==> src/sv/cdq_pkg.sv <==
// shared constants and types for the circular double-ended queue
package cdq_pkg;

  localparam int DEPTH = 16;
  localparam int DW    = 32;
  localparam int AW    = $clog2(DEPTH);
  localparam int CNT_W = $clog2(DEPTH + 1);
  localparam int CAP_W = 5;
  localparam int FUNC_W = 2;

  typedef logic [FUNC_W-1:0] func_t;
  typedef logic [AW-1:0]     idx_t;
  typedef logic [CNT_W-1:0]  cnt_t;
  typedef logic signed [DW-1:0] data_t;

  localparam func_t FUNC_PUSH_FRONT = 2'd0;
  localparam func_t FUNC_PUSH_REAR  = 2'd1;
  localparam func_t FUNC_POP_FRONT  = 2'd2;
  localparam func_t FUNC_POP_REAR   = 2'd3;

  localparam data_t NEG_ONE = '1;

endpackage

==> src/sv/cdq_ram.sv <==
// generic single-port-write, single-port-read ram with registered read data
module cdq_ram #(
  parameter int WIDTH = 32,
  parameter int DEPTH = 16
) (
  input  logic                     clk,
  input  logic                     wr_en,
  input  logic [$clog2(DEPTH)-1:0] wr_addr,
  input  logic [WIDTH-1:0]         wr_data,
  input  logic                     rd_en,
  input  logic [$clog2(DEPTH)-1:0] rd_addr,
  output logic [WIDTH-1:0]         rd_data
);

  logic [WIDTH-1:0] mem [DEPTH];
  logic [WIDTH-1:0] rd_data_r;

  always_ff @(posedge clk) begin
    if (wr_en) begin
      mem[wr_addr] <= wr_data;
    end
    if (rd_en) begin
      rd_data_r <= mem[rd_addr];
    end
  end

  assign rd_data = rd_data_r;

endmodule

==> src/sv/circular_double_ended_queue.sv <==
// Double-ended queue over a circular slot ram. One request is taken at a time.
// A push, a refused request, or a pop that empties the queue returns its
// result in the cycle after acceptance; a pop that leaves entries first
// passes through the S_POP state for the registered ram read of the new
// front or rear slot. The front and rear entries are cached in
// registers, the slots themselves live in the ram. A capacity write empties
// the queue; slot contents are kept but never read before being rewritten.
module circular_double_ended_queue
  import cdq_pkg::*;
(
  input  logic             clk,
  input  logic             rst_n,
  input  logic             cfg_wr_en,
  input  logic [CAP_W-1:0] cfg_capacity,
  input  logic             in_valid,
  output logic             in_stall,
  input  func_t            in_func,
  input  data_t            in_value,
  output logic             out_valid,
  input  logic             out_stall,
  output logic             out_accepted,
  output data_t            out_popped_value,
  output data_t            out_front_value,
  output data_t            out_rear_value,
  output logic             out_is_empty,
  output logic             out_is_full
);

  localparam logic S_IDLE = 1'b0;
  localparam logic S_POP  = 1'b1;

  logic  state_r, state_nxt;
  cnt_t  cap_r, cap_nxt;
  cnt_t  occ_r, occ_nxt;
  idx_t  head_r, head_nxt;
  idx_t  tail_r, tail_nxt;
  data_t front_r, front_nxt;
  data_t rear_r, rear_nxt;
  logic  pop_front_r, pop_front_nxt;
  data_t popped_r, popped_nxt;

  logic  out_valid_r, out_valid_nxt;
  logic  out_accepted_r, out_accepted_nxt;
  data_t out_popped_r, out_popped_nxt;
  data_t out_front_r, out_front_nxt;
  data_t out_rear_r, out_rear_nxt;
  logic  out_empty_r, out_empty_nxt;
  logic  out_full_r, out_full_nxt;

  logic  out_free;
  logic  accept;
  logic  is_push;
  idx_t  cap_last;
  idx_t  head_inc, head_dec, tail_inc, tail_dec;
  logic  ram_wr_en, ram_rd_en;
  idx_t  ram_wr_addr, ram_rd_addr;
  data_t ram_rd_data;
  cnt_t  cap_eff;

  cdq_ram #(
    .WIDTH(DW),
    .DEPTH(DEPTH)
  ) u_slots (
    .clk    (clk),
    .wr_en  (ram_wr_en),
    .wr_addr(ram_wr_addr),
    .wr_data(in_value),
    .rd_en  (ram_rd_en),
    .rd_addr(ram_rd_addr),
    .rd_data(ram_rd_data)
  );

  assign out_free = !out_valid_r || !out_stall;
  assign in_stall = !((state_r == S_IDLE) && out_free);
  assign accept   = in_valid && !in_stall;
  assign is_push  = !in_func[1];

  assign cap_last = AW'(cap_r - cnt_t'(1));
  assign head_inc = ((cnt_t'(head_r) + cnt_t'(1)) >= cap_r) ? '0 : AW'(head_r + idx_t'(1));
  assign tail_inc = ((cnt_t'(tail_r) + cnt_t'(1)) >= cap_r) ? '0 : AW'(tail_r + idx_t'(1));
  assign head_dec = (head_r == '0) ? cap_last : AW'(head_r - idx_t'(1));
  assign tail_dec = (tail_r == '0) ? cap_last : AW'(tail_r - idx_t'(1));

  always_comb begin
    priority if (cfg_capacity == '0) begin
      cap_eff = cnt_t'(1);
    end else if (int'(cfg_capacity) > DEPTH) begin
      cap_eff = cnt_t'(DEPTH);
    end else begin
      cap_eff = cnt_t'(cfg_capacity);
    end
  end

  always_comb begin
    state_nxt        = state_r;
    cap_nxt          = cap_r;
    occ_nxt          = occ_r;
    head_nxt         = head_r;
    tail_nxt         = tail_r;
    front_nxt        = front_r;
    rear_nxt         = rear_r;
    pop_front_nxt    = pop_front_r;
    popped_nxt       = popped_r;
    out_valid_nxt    = out_valid_r && out_stall;
    out_accepted_nxt = out_accepted_r;
    out_popped_nxt   = out_popped_r;
    out_front_nxt    = out_front_r;
    out_rear_nxt     = out_rear_r;
    out_empty_nxt    = out_empty_r;
    out_full_nxt     = out_full_r;
    ram_wr_en        = 1'b0;
    ram_wr_addr      = '0;
    ram_rd_en        = 1'b0;
    ram_rd_addr      = '0;

    if (cfg_wr_en) begin
      cap_nxt  = cap_eff;
      occ_nxt  = '0;
      head_nxt = '0;
      tail_nxt = '0;
    end else if (accept) begin
      out_popped_nxt   = NEG_ONE;
      out_accepted_nxt = 1'b0;
      if (is_push) begin
        if (occ_r < cap_r) begin
          out_accepted_nxt = 1'b1;
          ram_wr_en        = 1'b1;
          occ_nxt          = occ_r + cnt_t'(1);
          if (occ_r == '0) begin
            head_nxt    = '0;
            tail_nxt    = '0;
            ram_wr_addr = '0;
            front_nxt   = in_value;
            rear_nxt    = in_value;
          end else if (in_func == FUNC_PUSH_FRONT) begin
            head_nxt    = head_dec;
            ram_wr_addr = head_dec;
            front_nxt   = in_value;
          end else begin
            tail_nxt    = tail_inc;
            ram_wr_addr = tail_inc;
            rear_nxt    = in_value;
          end
        end
        out_valid_nxt = 1'b1;
        out_front_nxt = (occ_nxt == '0) ? NEG_ONE : front_nxt;
        out_rear_nxt  = (occ_nxt == '0) ? NEG_ONE : rear_nxt;
        out_empty_nxt = (occ_nxt == '0);
        out_full_nxt  = (occ_nxt == cap_r);
      end else if (occ_r == '0) begin
        out_valid_nxt = 1'b1;
        out_front_nxt = NEG_ONE;
        out_rear_nxt  = NEG_ONE;
        out_empty_nxt = 1'b1;
        out_full_nxt  = (occ_r == cap_r);
      end else begin
        occ_nxt       = occ_r - cnt_t'(1);
        pop_front_nxt = (in_func == FUNC_POP_FRONT);
        popped_nxt    = (in_func == FUNC_POP_FRONT) ? front_r : rear_r;
        if (occ_r == cnt_t'(1)) begin
          head_nxt         = '0;
          tail_nxt         = '0;
          out_valid_nxt    = 1'b1;
          out_accepted_nxt = 1'b1;
          out_popped_nxt   = popped_nxt;
          out_front_nxt    = NEG_ONE;
          out_rear_nxt     = NEG_ONE;
          out_empty_nxt    = 1'b1;
          out_full_nxt     = (cap_r == '0);
        end else begin
          ram_rd_en = 1'b1;
          state_nxt = S_POP;
          if (in_func == FUNC_POP_FRONT) begin
            head_nxt    = head_inc;
            ram_rd_addr = head_inc;
          end else begin
            tail_nxt    = tail_dec;
            ram_rd_addr = tail_dec;
          end
        end
      end
    end else if (state_r == S_POP && out_free) begin
      if (pop_front_r) begin
        front_nxt = ram_rd_data;
      end else begin
        rear_nxt = ram_rd_data;
      end
      state_nxt        = S_IDLE;
      out_valid_nxt    = 1'b1;
      out_accepted_nxt = 1'b1;
      out_popped_nxt   = popped_r;
      out_front_nxt    = front_nxt;
      out_rear_nxt     = rear_nxt;
      out_empty_nxt    = 1'b0;
      out_full_nxt     = (occ_r == cap_r);
    end
  end

  always_ff @(posedge clk) begin
    if (!rst_n) begin
      state_r     <= S_IDLE;
      cap_r       <= cnt_t'(DEPTH);
      occ_r       <= '0;
      head_r      <= '0;
      tail_r      <= '0;
      out_valid_r <= 1'b0;
    end else begin
      state_r     <= state_nxt;
      cap_r       <= cap_nxt;
      occ_r       <= occ_nxt;
      head_r      <= head_nxt;
      tail_r      <= tail_nxt;
      out_valid_r <= out_valid_nxt;
    end
  end

  always_ff @(posedge clk) begin
    front_r        <= front_nxt;
    rear_r         <= rear_nxt;
    pop_front_r    <= pop_front_nxt;
    popped_r       <= popped_nxt;
    out_accepted_r <= out_accepted_nxt;
    out_popped_r   <= out_popped_nxt;
    out_front_r    <= out_front_nxt;
    out_rear_r     <= out_rear_nxt;
    out_empty_r    <= out_empty_nxt;
    out_full_r     <= out_full_nxt;
  end

  assign out_valid        = out_valid_r;
  assign out_accepted     = out_accepted_r;
  assign out_popped_value = out_popped_r;
  assign out_front_value  = out_front_r;
  assign out_rear_value   = out_rear_r;
  assign out_is_empty     = out_empty_r;
  assign out_is_full      = out_full_r;

`ifndef SYNTHESIS
  a_occ_le_cap: assert property (@(posedge clk) disable iff (!rst_n)
    occ_r <= cap_r)
    else $error("occupancy above capacity");

  a_idx_in_range: assert property (@(posedge clk) disable iff (!rst_n)
    (cnt_t'(head_r) < cap_r) && (cnt_t'(tail_r) < cap_r))
    else $error("head or tail outside capacity");

  a_empty_idx_zero: assert property (@(posedge clk) disable iff (!rst_n)
    (occ_r == '0) |-> (head_r == '0) && (tail_r == '0))
    else $error("empty queue with nonzero indices");

  a_pop_read_result: assert property (@(posedge clk) disable iff (!rst_n)
    (state_r == S_POP) && out_free && !cfg_wr_en |=> out_valid_r && out_accepted_r
      && !out_empty_r)
    else $error("pending pop produced no accepted result");
`endif

endmodule
==> config.mk <==
export PLATFORM = sky130hd
export DESIGN_NAME = circular_double_ended_queue
export DESIGN_NICKNAME = d
export VERILOG_FILES = /design/src/sv/cdq_pkg.sv /design/src/sv/cdq_ram.sv /design/src/sv/circular_double_ended_queue.sv
export SDC_FILE = /design/constraint.sdc
export NUM_CORES = 1
export LEC_CHECK = 0
export BUFFER_PORTS_ARGS = -buffer_cell sky130_fd_sc_hd__buf_2
export CORE_MARGIN = 2
export CORE_UTILIZATION = 25
export DETAILED_ROUTE_END_ITERATION = 10
export SLEW_MARGIN = 25
export SYNTH_ARGS = -nofsm -noshare
export SYNTH_HDL_FRONTEND = slang
export SYNTH_SLANG_ARGS = --single-unit
==> constraint.sdc <==
create_clock -name clk -period 5.85 [get_ports clk]
set_input_delay 0.8775 -clock clk [delete_from_list [all_inputs] [get_ports clk]]
set_output_delay 0.8775 -clock clk [all_outputs]
set_load 0.005 [all_outputs]
==> run metrics <==
DR WL met2 40900 µm; Final #Nets 2592; DR DRC count 0; Syn Inst Count 2386; WL met1 37100 µm; H-tree levels 3; Psw 2640 µW; Final WS setup 1.66 ns; Fin. Hold Viols 0; layout cell share with drive strength beyond 1 13.8%; WL final 87400 µm; Via Count 20300; Port Buf Inserts 144; Net Count, Synth 2455; share of the synthesized area in the top cell type 71.4%; Clk Latency, worst-skew pair 0.63 ns; hpwl dp 56900 µm; Vias/cell 4.81; Synth area leader edfxtp_1; vias in the first global route 19300; most instantiated cells after synthesis 740 x edfxtp_1, 474 x nand2_1, 229 x a21oi_1; CP endpoint kind register; TritonCTS clock tree done; Sw Share 22.5%; Mapped Area 0.0311 mm²; number of synthesized flops with an enable pin 740; peak supply drop 193 µV; drt wl/cell 20.7 µm; # rows 129; antenna-violating nets left 0; setup violators final 0; cell internal pwr 9100 µW; pin count of the biggest net entering global routing 90; Place WS 1.48 ns; drt initial violations 2190; Yosys warning count 0; Seq pwr share 52.5%; period utilization 71.6%; critical path data required time 6.13 ns; Clk pin slew, worst setup/hold paths 0.06 ns; synth top area cells edfxtp_1 71%, nand2_1 5.7%, a21oi_1 3.7%, a22oi_1 3.1%, nor2_1 2.1%; # Max-Cap Violations 0; Worst-Margin Slew 1.08 ns; CP arrival 4.47 ns; initial antenna violation count 22; gp weighted congestion 0.845; P_leak 0.0124 µW; max-slew violations 0; # fillers 12400; worst-path fanout max 17; post-CTS setup buffers 0; die height 357 µm; Most used DFF post-synth edfxtp_1; area growth from synthesis to layout 17.5%; Yosys cell types 63; Post-synth ARST share 0%; clk_skew 0.0162 ns; setup tns final 0 ns; area of the multi-input gates 0.00791 mm²; Clock power frac 41.0%; Mean Syn Cell Area 13.0 µm²; CP Class register to register; post_cts resized 0; status complete, no violations; Comb power frac 6.4%; total CTS buffers 78; Worst Hold Class register to register; Top Metal Used met5; Global Route Usage Sum 13.3%; Slew headroom 27.6%; Tmin final 4.19 ns; post-synthesis sequential area ratio 72.7%; Clock Tree Root clkbuf_16; clock buffer depth 3; crit path launch type register; clock sinks 760; Max Fclk 239 MHz; total core area 0.124 mm²; Die ar. 0.127 mm²; pwr dens 321 mW/mm²; count leader, synth edfxtp_1; Met3 Routed Length 7190 µm; Initial Utilization 25.2%; FF/Latch Area 0.0226 mm²; Seq cells post-synth 760; Pre-Repair DR Iteration Count 6; first-pass GRT wire length 128000 µm; DIE WIDTH 357 µm; remaining global-route overflow 0; # hold bufs at CTS 0; unrepaired setup endpoints after global routing no; IO Pins 145
-- area by class of cell --
type / instances / share of cell area, %
Tap cell: 1637 / 5.60
Timing Repair Buffer: 212 / 4.00
Clock inverter: 49 / 1.15
Inverter: 21 / 0.216
Clock buffer: 86 / 5.54
Multi-Input combinational cell: 1450 / 21.6
Antenna cell: 2 / 0.0137
Sequential cell: 760 / 61.9
-- path summary, 6_finish.rpt --
check,start,to,slack [ns],depth (start not counted)
setup / recovery,occ_r[3]$_SDFFE_PP0P_,u_slots.mem[2][17]$_DFFE_PP_,1.66,9
hold / removal,tail_r[1]$_SDFFE_PP0P_,tail_r[1]$_SDFFE_PP0P_,0.53,2
setup reg to reg,occ_r[3]$_SDFFE_PP0P_,u_slots.mem[2][17]$_DFFE_PP_,1.66,9
hold reg to reg,tail_r[1]$_SDFFE_PP0P_,tail_r[1]$_SDFFE_PP0P_,0.53,2
-- registers in the layout, summed over array words and instances (netlist names) --
| register | flops |
|---|---|
| head_r | 4 |
| u_slots.rd_data | 32 |
| out_valid | 1 |
| out_rear_value | 32 |
| rear_r | 32 |
| popped_r | 32 |
| out_is_empty | 1 |
| u_slots.mem | 512 |
| occ_r | 5 |
| state_r | 1 |
| out_is_full | 1 |
| tail_r | 4 |
| cap_r | 5 |
| out_popped_value | 32 |
| front_r | 32 |
| pop_front_r | 1 |
| out_accepted | 1 |
| out_front_value | 32 |
-- power groups by stage --
stage | Clock (µW) | Sequential, µW | Combinational [µW]
after floorplan | 0 | 6290 | 408
after global placement | 0 | 6280 | 744
after detailed placement | 0 | 6290 | 752
after CTS | 4900 | 6170 | 754
after global routing | 5110 | 6180 | 832
final | 4820 | 6170 | 753
-- logic make-up after synthesis --
logic type	after synthesis	share of synthesized area, %
and+or+nand+nor	781	10.3
adders and majority gates	25	1.00
DFF	760	72.7
buffers and inverters	176	2.60
xor gates and xnor gates	16	0.450
muxes	14	0.450
AOI/OAI and AO/OA	614	12.5
-- critical path, stage by stage (launching register included) --
cell,delay [ns]
dfxtp_1,0.60
ha_1,0.33
a21o_1,0.18
a21oi_1,0.21
nand2_1,0.31
nor3_1,0.42
and2_1,0.33
nand3_1,0.37
nor2_4,0.64
buf_4,0.45
-- layout by cell type, fill, tap and decap left out, drive strengths merged, types with 8 or more instances in the layout --
cell    instances
a211oi          9
a21oi         231
a22oi         128
a32oi          19
buf           212
clkbuf         86
clkinv         40
dfxtp          20
edfxtp        740
ha             25
inv            22
mux2i          14
nand2         474
nand2b          8
nand3          78
nor2          175
nor3           11
o21ai          93
o22ai          64
o32a           32
xnor2           9
-- metrics by stage --
stage / hold WS (ns) / utilization [%] / instances / power (µW) / area (µm²)
after CTS: 0.529 / 29.6 / 4215 / 11800 / 36600
after detailed placement: 0.519 / 27.6 / 4080 / 7040 / 34100
after global routing: 0.557 / 29.6 / 4216 / 12100 / 36600
final: 0.527 / 29.6 / 4217 / 11700 / 36600
after floorplan: 0.488 / - / 2386 / 6690 / 31100
after global placement: 0.516 / 27.5 / 4074 / 7030 / 34000
-- per-layer routing --
layer  global-route usage [%]  vias to the layer above
met1                     18.0                    10100
li1                         -                     9230
met5                        0                        -
met2                     21.3                      843
met3                     3.15                      146
met4                     3.93                       18
Note: power is estimated with default switching activity, not from simulation.
